`src/rtl/spq_pkg.sv`:
```
// ---------------------------------------------------------------------------
// Sorted priority queue package
// Shared types, request codes and status codes for the sorted priority queue.
// ---------------------------------------------------------------------------
package spq_pkg;

    localparam int CAPACITY_DEF   = 16;
    localparam int DATA_WIDTH_DEF = 32;

    localparam int PRIO_W   = 32;
    localparam int FIELD_W  = 32;
    localparam int STATUS_W = 2;
    localparam int COUNT_W  = 5;

    // Request codes.
    localparam logic REQ_PUSH  = 1'b0;
    localparam logic REQ_SHIFT = 1'b1;

    // Status codes.
    localparam logic [STATUS_W-1:0] ST_OK    = 2'd0;
    localparam logic [STATUS_W-1:0] ST_EMPTY = 2'd1;
    localparam logic [STATUS_W-1:0] ST_FULL  = 2'd2;

    typedef struct packed {
        logic                      req_type;
        logic signed [PRIO_W-1:0]  priority_req;
        logic        [FIELD_W-1:0] payload;
    } t_in_word;

    typedef struct packed {
        logic        [STATUS_W-1:0] status;
        logic signed [PRIO_W-1:0]   out_priority;
        logic        [FIELD_W-1:0]  out_payload;
        logic        [COUNT_W-1:0]  count;
    } t_out_word;

    // Broadcast from the top level to every cell of the chain.
    typedef struct packed {
        logic                     push;
        logic                     shift;
        logic signed [PRIO_W-1:0] prio;
    } t_cell_ctl;

endpackage

```
`src/rtl/spq_cell.sv`:
```
// ---------------------------------------------------------------------------
// Sorted priority queue cell
// One slot of the sorted chain: holds one entry, compares it against the
// broadcast priority and takes the new entry or a neighbor's entry.
// ---------------------------------------------------------------------------
module spq_cell
    import spq_pkg::*;
#(
    parameter int DATA_WIDTH = DATA_WIDTH_DEF
) (
    input  logic                     i_clk,
    input  t_cell_ctl                i_ctl,
    input  logic [DATA_WIDTH-1:0]    i_new_data,
    input  logic                     i_strict,
    input  logic                     i_occ,
    input  logic                     i_left_ins,
    input  logic signed [PRIO_W-1:0] i_left_prio,
    input  logic [DATA_WIDTH-1:0]    i_left_data,
    input  logic signed [PRIO_W-1:0] i_right_prio,
    input  logic [DATA_WIDTH-1:0]    i_right_data,
    output logic                     o_ins,
    output logic signed [PRIO_W-1:0] o_prio,
    output logic [DATA_WIDTH-1:0]    o_data
);

    logic signed [PRIO_W-1:0] r_prio;
    logic [DATA_WIDTH-1:0]    r_data;
    logic signed [PRIO_W-1:0] n_prio;
    logic [DATA_WIDTH-1:0]    n_data;
    logic                     goes_before;

    // The head yields only to a strictly smaller priority; later slots yield on ties.
    assign goes_before = i_strict ? (r_prio > i_ctl.prio) : (i_ctl.prio <= r_prio);
    assign o_ins       = !i_occ || goes_before;

    always_comb begin
        n_prio = r_prio;
        n_data = r_data;
        if (i_ctl.push) begin
            if (i_left_ins) begin
                n_prio = i_left_prio;
                n_data = i_left_data;
            end else if (o_ins) begin
                n_prio = i_ctl.prio;
                n_data = i_new_data;
            end
        end else if (i_ctl.shift) begin
            n_prio = i_right_prio;
            n_data = i_right_data;
        end
    end

    always_ff @(posedge i_clk) begin
        r_prio <= n_prio;
        r_data <= n_data;
    end

    assign o_prio = r_prio;
    assign o_data = r_data;

endmodule

```
`src/rtl/sorted_priority_queue_unit.sv`:
```
// ---------------------------------------------------------------------------
// Sorted priority queue unit
// Min-priority queue built as a chain of sorted cells, one request per word.
// ---------------------------------------------------------------------------
// The queue holds up to CAPACITY entries sorted by signed priority, smallest
// first, in a row of cells. A new word is accepted in every cycle as long as
// the result register is free or being read in that cycle; all cells update in
// parallel from a broadcast of the request, so the cell chain sets that figure
// of one word per cycle.
// Each request returns exactly one result word, in the cycle after acceptance.
// A push goes in front of the first entry whose priority is greater than or
// equal to its own, except that it passes the head only when the head's
// priority is strictly greater. A push into a full queue is dropped with the
// full status, and a shift on an empty queue returns the empty status; the
// priority and payload fields of a result are zero unless a shift succeeded.
// The count field reports the number of entries held, modulo 32.
module sorted_priority_queue_unit
    import spq_pkg::*;
#(
    parameter int CAPACITY   = CAPACITY_DEF,
    parameter int DATA_WIDTH = DATA_WIDTH_DEF
) (
    input  logic      i_clk,
    input  logic      i_rst_n,
    input  logic      i_in_valid,
    output logic      o_in_stall,
    input  t_in_word  i_in_word,
    output logic      o_out_valid,
    input  logic      i_out_stall,
    output t_out_word o_out_word
);

    localparam int CNT_W = $clog2(CAPACITY + 1);

    logic [CNT_W-1:0] r_count;
    logic [CNT_W-1:0] n_count;
    logic             r_out_valid;
    t_out_word        r_out_word;
    t_out_word        n_out_word;

    logic             accept;
    logic             is_full;
    logic             is_empty;
    t_cell_ctl        ctl;
    logic [DATA_WIDTH-1:0] new_data;

    // Chain wiring; index CAPACITY is the spare right neighbor of the tail.
    logic                     ins   [CAPACITY];
    logic signed [PRIO_W-1:0] prio  [CAPACITY+1];
    logic [DATA_WIDTH-1:0]    data  [CAPACITY+1];

    // The result register frees up in the same cycle it is read, so a new
    // word can enter while the previous result is being taken.
    assign o_in_stall = r_out_valid && i_out_stall;
    assign accept     = i_in_valid && !o_in_stall;

    assign is_full  = (r_count == CNT_W'(CAPACITY));
    assign is_empty = (r_count == '0);

    // Rejected requests are masked off so the cells stay untouched.
    assign ctl.push  = accept && (i_in_word.req_type == REQ_PUSH) && !is_full;
    assign ctl.shift = accept && (i_in_word.req_type == REQ_SHIFT) && !is_empty;
    assign ctl.prio  = i_in_word.priority_req;
    assign new_data  = DATA_WIDTH'(i_in_word.payload);

    generate
        for (genvar g = 0; g < CAPACITY; g++) begin : g_cell
            logic occ;
            logic left_ins;
            logic signed [PRIO_W-1:0] left_prio;
            logic [DATA_WIDTH-1:0]    left_data;

            assign occ = (CNT_W'(g) < r_count);

            if (g == 0) begin : g_head
                assign left_ins  = 1'b0;
                assign left_prio = prio[0];
                assign left_data = data[0];
            end else begin : g_body
                assign left_ins  = ins[g-1];
                assign left_prio = prio[g-1];
                assign left_data = data[g-1];
            end

            spq_cell #(
                .DATA_WIDTH (DATA_WIDTH)
            ) u_cell (
                .i_clk        (i_clk),
                .i_ctl        (ctl),
                .i_new_data   (new_data),
                .i_strict     (g == 0),
                .i_occ        (occ),
                .i_left_ins   (left_ins),
                .i_left_prio  (left_prio),
                .i_left_data  (left_data),
                .i_right_prio (prio[g+1]),
                .i_right_data (data[g+1]),
                .o_ins        (ins[g]),
                .o_prio       (prio[g]),
                .o_data       (data[g])
            );
        end
    endgenerate

    // The tail's right neighbor is never occupied; it simply recirculates.
    assign prio[CAPACITY] = prio[CAPACITY-1];
    assign data[CAPACITY] = data[CAPACITY-1];

    // Next count and the result word for the request being accepted.
    always_comb begin
        n_count                 = r_count;
        n_out_word.status       = ST_OK;
        n_out_word.out_priority = '0;
        n_out_word.out_payload  = '0;
        if (i_in_word.req_type == REQ_PUSH) begin
            if (is_full) begin
                n_out_word.status = ST_FULL;
            end else begin
                n_count = r_count + 1'b1;
            end
        end else begin
            if (is_empty) begin
                n_out_word.status = ST_EMPTY;
            end else begin
                n_count                 = r_count - 1'b1;
                n_out_word.out_priority = prio[0];
                n_out_word.out_payload  = FIELD_W'(data[0]);
            end
        end
        n_out_word.count = COUNT_W'(n_count);
    end

    always_ff @(posedge i_clk) begin
        if (!i_rst_n) begin
            r_count     <= '0;
            r_out_valid <= 1'b0;
        end else begin
            if (accept) begin
                r_count     <= n_count;
                r_out_valid <= 1'b1;
            end else if (!i_out_stall) begin
                r_out_valid <= 1'b0;
            end
        end
    end

    always_ff @(posedge i_clk) begin
        if (accept) begin
            r_out_word <= n_out_word;
        end
    end

    assign o_out_valid = r_out_valid;
    assign o_out_word  = r_out_word;

`ifndef SYNTH
    // The fill level never passes the number of cells.
    a_count_bound: assert property (@(posedge i_clk) disable iff (!i_rst_n)
        r_count <= CNT_W'(CAPACITY))
        else $error("queue count exceeds capacity");

    // A push that was not flagged full grows the queue by exactly one.
    a_push_grows: assert property (@(posedge i_clk) disable iff (!i_rst_n)
        (accept && i_in_word.req_type == REQ_PUSH && !is_full)
        |=> (r_count == $past(r_count) + 1'b1))
        else $error("accepted push did not add an entry");

    // The two front entries stay in order whenever both are held.
    a_head_sorted: assert property (@(posedge i_clk) disable iff (!i_rst_n)
        (r_count >= CNT_W'(2)) |-> (prio[0] <= prio[1]))
        else $error("head entries out of order");

    // A successful shift reports the OK status and leaves the count one below the previous fill level.
    a_shift_count: assert property (@(posedge i_clk) disable iff (!i_rst_n)
        (accept && i_in_word.req_type == REQ_SHIFT && !is_empty)
        |=> (o_out_word.status == ST_OK && r_count == $past(r_count) - 1'b1))
        else $error("shift result inconsistent with count");
`endif

endmodule
```
`config.mk`:
```
export PLATFORM = sky130hd
export DESIGN_NAME = sorted_priority_queue_unit
export DESIGN_NICKNAME = d
export VERILOG_FILES = /design/src/rtl/spq_pkg.sv /design/src/rtl/spq_cell.sv /design/src/rtl/sorted_priority_queue_unit.sv
export SDC_FILE = /design/constraint.sdc
export NUM_CORES = 2
export LEC_CHECK = 0
export BUFFER_PORTS_ARGS = -buffer_cell sky130_fd_sc_hd__buf_2
export CAP_MARGIN = 20
export CORE_MARGIN = 2
export CORE_UTILIZATION = 45
export CTS_CLUSTER_SIZE = 40
export DETAILED_ROUTE_END_ITERATION = 12
export PLACE_DENSITY = 0.7
export SETUP_SLACK_MARGIN = 0.4
export SLEW_MARGIN = 20
export SYNTH_ARGS = -nofsm -noshare
export SYNTH_HDL_FRONTEND = slang
export SYNTH_SLANG_ARGS = --single-unit
```
`constraint.sdc`:
```
create_clock -name i_clk -period 17 [get_ports i_clk]
set_clock_uncertainty 0.2 [all_clocks]
set_input_delay 2.55 -clock i_clk [delete_from_list [all_inputs] [get_ports i_clk]]
set_output_delay 2.55 -clock i_clk [all_outputs]
set_load 0.02 [all_outputs]
```
After elaboration in Yosys (flattened, before gate mapping)
Index checks and enable logic that the tools add are counted.
{"block": "totals", "elab_cells": 281, "input_bits": 69, "output_inout_bits": 73, "ff_bits": 1101}
{"block": "op_classes", "n_lt_le_gt_ge": 32, "bitwise_logic": 1, "n_mux": 130, "eq_ne": 17, "add_sub_neg": 2, "n_reduce_logical": 61}
{"cell": "$mux W32", "count": 122}
{"cell": "$le A32 B32 Y1", "count": 15}
{"cell": "$ne A3 B1 Y1 const B", "count": 14}
{"cell": "$lt A4 B5 Y1 const A", "count": 8}
{"cell": "$gt A32 B32 Y1", "count": 1}
{"cell": "$reduce_and A2 Y1", "count": 16}
{"cell": "$lt A3 B5 Y1 const A", "count": 4}
{"cell": "$logic_not A1 Y1", "count": 19}
{"cell": "$logic_or A1 B1 Y1", "count": 16}
{"cell": "$mux W5", "count": 3}
{"cell": "$lt A1 B5 Y1 const A", "count": 2}
{"cell": "$lt A2 B5 Y1 const A", "count": 2}
{"cell": "$logic_and A1 B1 Y1", "count": 6}
{"cell": "$add A5 B1 Y5 const B", "count": 1}
{"cell": "$eq A5 B5 Y1 const B", "count": 1}
{"cell": "$logic_not A5 Y1", "count": 1}
{"cell": "$sub A5 B1 Y5 const B", "count": 1}
{"cell": "$mux W2", "count": 2}
{"cell": "$ne A2 B1 Y1 const B", "count": 2}
{"cell": "$reduce_bool A2 Y1", "count": 2}
{"cell": "$mux W1", "count": 3}
{"cell": "$reduce_or A2 Y1", "count": 1}
{"cell": "$not A1 Y1", "count": 1}

Logic depth before layout (Yosys ltp)
{"block": "logic_depth", "word_depth": 7, "depth_mapped": 13, "depth_no_buf": 10}

Hierarchy
From an unflattened synthesis, not the netlist that was laid out.
{"block": "unflattened", "cells_unflattened": 6536, "hier_area_um2": 68799.7}
{"module": "spq_cell (g_cell[0].u_cell ...)", "n_inst": 14, "cells_each": 393, "area_per_inst_um2": 4090.2, "seq_area_each_um2": 1921.8}
{"module": "spq_cell (g_cell[8].u_cell ...)", "n_inst": 2, "cells_each": 399, "area_per_inst_um2": 4134.0, "seq_area_each_um2": 1921.8}
{"module": "sorted_priority_queue_unit", "n_inst": 1, "cells_each": 236, "area_per_inst_um2": 3269.4, "seq_area_each_um2": 2252.2}

Least setup slack after synthesis
OpenSTA, ideal clock, no wires.
{"block": "synth_path", "path_kind": "in2reg", "start": "input port i_out_stall", "end": "register g_cell[15].u_cell.r_data[0], enable pin", "arrival_time_ps": 9797, "path_stages": 9, "required_time_ps": 16276, "setup_time_ps": 524, "setup_slack_ps": 6479, "n_path_buf": 5, "path_cell_list": "and2_1 nor2b_1 clkbuf_1 nand2_1 buf_2 clkbuf_1 buf_1 buf_1 a31oi_1"}
{"block": "synth_via", "elab_chain_cells": 6}
{"item": "start, declared", "line_no": "sorted_priority_queue_unit.sv:29", "rtl": "input logic i_out_stall,"}
{"item": "$logic_and A1 B1 Y1", "line_no": "sorted_priority_queue_unit.sv:54", "rtl": "assign o_in_stall = r_out_valid && i_out_stall;"}
{"item": "$logic_not A1 Y1", "line_no": "sorted_priority_queue_unit.sv:55", "rtl": "assign accept = i_in_valid && !o_in_stall;"}
{"item": "$logic_and A1 B1 Y1", "line_no": "sorted_priority_queue_unit.sv:55"}
{"item": "net accept", "line_no": "sorted_priority_queue_unit.sv:41", "rtl": "logic accept;"}
{"item": "$logic_and A1 B1 Y1 (2 in a row)", "line_no": "sorted_priority_queue_unit.sv:61", "rtl": "assign ctl.push = accept && (i_in_word.req_type == REQ_PUSH) && !is_full;"}
{"item": "$reduce_and A2 Y1 (no source line)"}
{"item": "end signal, assigned", "line_no": "spq_cell.sv:55", "rtl": "r_data <= n_data;"}
{"item": "end, declared", "line_no": "spq_cell.sv:27", "rtl": "logic [DATA_WIDTH-1:0] r_data;"}
The timed path passes the listed nets, and every way through them passes these cells.
A chain may end at the register's enable or synchronous reset.

Worst setup path after layout
{"block": "layout_path", "start": "input port i_in_word[45] (netlist bit)", "end": "register g_cell[1].u_cell.r_prio[7], enable pin"}
{"block": "layout_via", "elab_chain_cells": 4, "elab_cells_between_ends": 6, "classes_between": "order compare (2); eq/ne (1); reduce/logical (3)"}
{"item": "start, declared", "line_no": "sorted_priority_queue_unit.sv:27", "rtl": "input t_in_word i_in_word,"}
{"item": "$gt A32 B32 Y1 or $le A32 B32 Y1 (tied branches)", "line_no": "spq_cell.sv:33", "rtl": "assign goes_before = i_strict ? (r_prio > i_ctl.prio) : (i_ctl.prio <= r_prio);"}
{"item": "$logic_or A1 B1 Y1", "line_no": "spq_cell.sv:34", "rtl": "assign o_ins = !i_occ || goes_before;"}
{"item": "$ne A3 B1 Y1 (no source line) *"}
{"item": "$reduce_and A2 Y1 (no source line) *"}
{"item": "end signal, assigned", "line_no": "spq_cell.sv:54", "rtl": "r_prio <= n_prio;"}
{"item": "end, declared", "line_no": "spq_cell.sv:26", "rtl": "logic signed [PRIO_W-1:0] r_prio;"}
Every way passes the cells marked *; elsewhere a longest branch is shown, timed or not.

==> results.sh <==
export IMPL_start_util=0.454
export IMPL_ant_nets=0
export IMPL_wl_per_cell_microns=29.6
export IMPL_max_freq_mhz=124
export IMPL_vdd_drop_max_mv=0.115
export IMPL_path_delay_family="compound AO/OA/AOI/OAI gates"
export IMPL_grt_antenna_before_repair=19
export IMPL_clk_pin_slew_worst_paths_ns=0.06
export IMPL_dr_pass1_iters=6
export IMPL_syn_to_final_growth_pct=10.1
export IMPL_clk_latency_ns=0.81
export IMPL_synthArstFlopShare=0
export IMPL_synth_area_leaders="edfxtp_1, ha_1, nand3_1, o211ai_1, nand2_1"
export IMPL_endpoint_kind="register"
export IMPL_whs_path_depth=2
export IMPL_cp_num_buf_inv=3
export IMPL_yosysWarnings=0
export IMPL_critPathMaxStageDelay_ns=1.01
export IMPL_status="finished, final reports clean"
export IMPL_portBuffers=141
export IMPL_cts_made_buffers=130
export IMPL_setup_viol=0
export IMPL_period_share=0.473
export IMPL_path_class="in -> reg"
export IMPL_fillCellCount=13100
export IMPL_worstHoldStart="g_cell[15].u_cell.o_data[1]"
export IMPL_max_slew_margin=0.183
export IMPL_leakage_nw=27.8
export IMPL_rsz0062_at_grt="no"
export IMPL_crit_arrival_ns=8.24
export IMPL_dieArea_sq_um=150000
export IMPL_ys_seq_area_frac=0.499
export IMPL_slowest_stage="nor3_1"
export IMPL_hp_class="reg -> reg"
export IMPL_postCtsHoldBufs=0
export IMPL_core_rowCount=140
export IMPL_cp_cell_sequence="buf_2 > ha_1 > nand4_1 > nor3_1 > a21boi_0 > o41ai_1 > buf_4 > o2111a_1 > mux2_2 > a21oi_4 > buf_4"
export IMPL_critPathRequiredTime_ns=17.20
export IMPL_cts_resized=0
export IMPL_hold_end="g_cell[14].u_cell.o_data[1]"
export IMPL_drv_slew=0
export IMPL_cts_setup_buffers=0
export IMPL_fin_ws_ns=8.96
export IMPL_r2r_end="g_cell[1].u_cell.o_prio[7]"
export IMPL_drt_iter0_drc=8760
export IMPL_die_w_microns=387
export IMPL_grt_overflow_total=0
export IMPL_ios=142
export IMPL_ys_seq_elements=1101
export IMPL_coreArea_sq_um=146000
export IMPL_post_place_ws_ns=8.51
export IMPL_fin_tns_setup_ns=0
export IMPL_htree_levels=4
export IMPL_utilization=0.500
export IMPL_gp_congestion=0.997
export IMPL_die_h_microns=387
export IMPL_synth_main_ff_cell="edfxtp_1"
export IMPL_dpl_hpwl_microns=156000
export IMPL_tightest_slew_ns=1.22
export IMPL_drt_vias_per_instance=6.77
export IMPL_rrSetupSlack_ns=10.65
export IMPL_drv_cap=0
export IMPL_grt_pass1_wl_microns=358000
export IMPL_drc=0
export IMPL_cts_sinks=1101
export IMPL_start_kind="input pin"
export IMPL_cts_buffer_depth=3
export IMPL_power_density_nw_per_um2=113
export IMPL_grt_pass1_vias=53900
export IMPL_syn_inst=6453
export IMPL_num_vias=56500
export IMPL_path_common_cell="buf_4"
export IMPL_rr_worst_depth=11
export IMPL_synth_avg_cell_area_sq_um=10.2
export IMPL_layout_drive_gt1_share=0.0752
export IMPL_finalCriticalPeriod_ns=8.04
export IMPL_startpoint="i_in_word[45]"
export IMPL_postRouteWirelength_microns=247000
export IMPL_ys_types=73
export IMPL_cts_tree="yes"
export IMPL_netlist_area_sq_um=66100
export IMPL_grt_max_degree=245
export IMPL_grt_usage=0.319
export IMPL_synth_edff_count=1095
export IMPL_syn_num_nets=7037
export IMPL_clockRootBuffer="clkbuf_16"
export IMPL_finalHoldViolCount=0
export IMPL_synth_top_area_share=0.497
export IMPL_rr_startpoint="g_cell[1].u_cell.o_prio[15]"
export IMPL_synth_area_leader_cell="edfxtp_1"
export IMPL_fin_nets=6902
export IMPL_path_max_fanout=45
[worst register-to-register path: cells and delay by family, from the launching register on]
family	cells	cell delay, ns
compound gates	4	1.97
fa+ha+maj	1	0.31
flops	1	0.36
mux	1	0.36
buf+inv	3	1.10
simple gates	2	1.47
[power breakdown]
part | internal (mW) | switching, mW | total, mW
logic | 0.521 | 1.26 | 1.78
registers | 3.42 | 0.176 | 3.60
clock network | 1.61 | 1.22 | 2.83
[cells by family (layout without fill, tap and decap cells)]
logic type	count (synthesis)	in the layout	share of synthesized area
mux	139	139	0.0211
compound gates	1662	1662	0.180
simple gates	2008	2008	0.141
other cells	0	11	0
buf+inv	1023	991	0.0595
flops	1101	1101	0.499
xor+xnor	5	5	0.000776
fa+ha+maj	515	515	0.0975
[routing by layer]
layer,share of wire,track usage,wire [microns]
met1,0.38,0.422,93900
met2,0.44,0.486,109000
met3,0.12,0.0699,29700
met4,0.058,0.176,14400
met5,0.00025,0,61
[area by class of cell]
class	instances	area, sq um	area share
sequential	1101	33000	0.453
tap	1917	2400	0.0329
timing repair buffer	241	1570	0.0216
inverter	515	1930	0.0266
clock inverter	73	698	0.00959
clock buffer	162	3480	0.0478
multi-input combinational	4329	29700	0.408
antenna	11	27.5	0.000378
[cells in the final DEF, fill, tap and decap left out, types with 34 or more instances in the layout]
master,synthesis,layout
o221ai_1,244,244
nand4_1,123,123
a211o_1,36,36
a2bb2oi_1,34,34
nand3_1,584,582
a221o_1,161,161
a21oi_1,337,333
o21ai_0,227,227
a211oi_1,53,53
ha_1,515,514
a22oi_1,38,38
nor3_1,185,185
buf_4,0,89
clkbuf_16,0,135
inv_1,515,515
nand2_1,617,616
a21o_1,51,51
and2_1,71,69
mux2i_1,136,131
nor2_1,319,314
edfxtp_1,1095,1095
o211ai_1,316,316
buf_2,50,141
a31oi_1,53,38
[cells in the mapped netlist (all sizes together), types with 53 or more instances]
| cell | count |
|---|---|
| edfxtp | 1095 |
| nand2 | 617 |
| nand3 | 584 |
| ha | 515 |
| inv | 515 |
| clkbuf | 392 |
| a21oi | 337 |
| nor2 | 319 |
| o211ai | 316 |
| o221ai | 244 |
| o21ai | 228 |
| nor3 | 185 |
| a221o | 161 |
| mux2i | 136 |
| nand4 | 123 |
| buf | 116 |
| and2 | 71 |
| a211oi | 53 |
| a31oi | 53 |
[flip-flops by register name, summed over array words and instances (netlist names)]
| register | cells |
|---|---|
| g_cell.u_cell.o_prio | 512 |
| o_out_valid | 1 |
| r_count | 5 |
| o_out_word | 71 |
| g_cell.u_cell.o_data | 512 |
[metrics by stage]
step / hold WS (ns) / instances / area [sq um] / power [mW]
3_5_place_dp: 0.335 / 8102 / 68600 / 5.37
3_3_place_gp: 0.325 / 8101 / 68600 / 5.32
2_1_floorplan: 0.314 / 6453 / 66100 / 4.67
6_report: 0.342 / 8349 / 72800 / 8.21
4_1_cts: 0.341 / 8337 / 72800 / 8.17
5_1_grt: 0.359 / 8345 / 72800 / 8.47
[worst max-delay path by stage]
stage                                              to  slack (ns)  cells past startpoint
after floorplan           g_cell[15].u_cell.o_data[0]        6.48                      9
after global placement    g_cell[1].u_cell.o_prio[11]        8.61                     11
after detailed placement  g_cell[1].u_cell.o_prio[11]        8.51                     11
after CTS                  g_cell[1].u_cell.o_prio[7]        9.33                     11
after global routing      g_cell[1].u_cell.o_prio[15]        9.16                     11
final                      g_cell[1].u_cell.o_prio[7]        8.96                     11
Power figures use the tool's default switching activity.
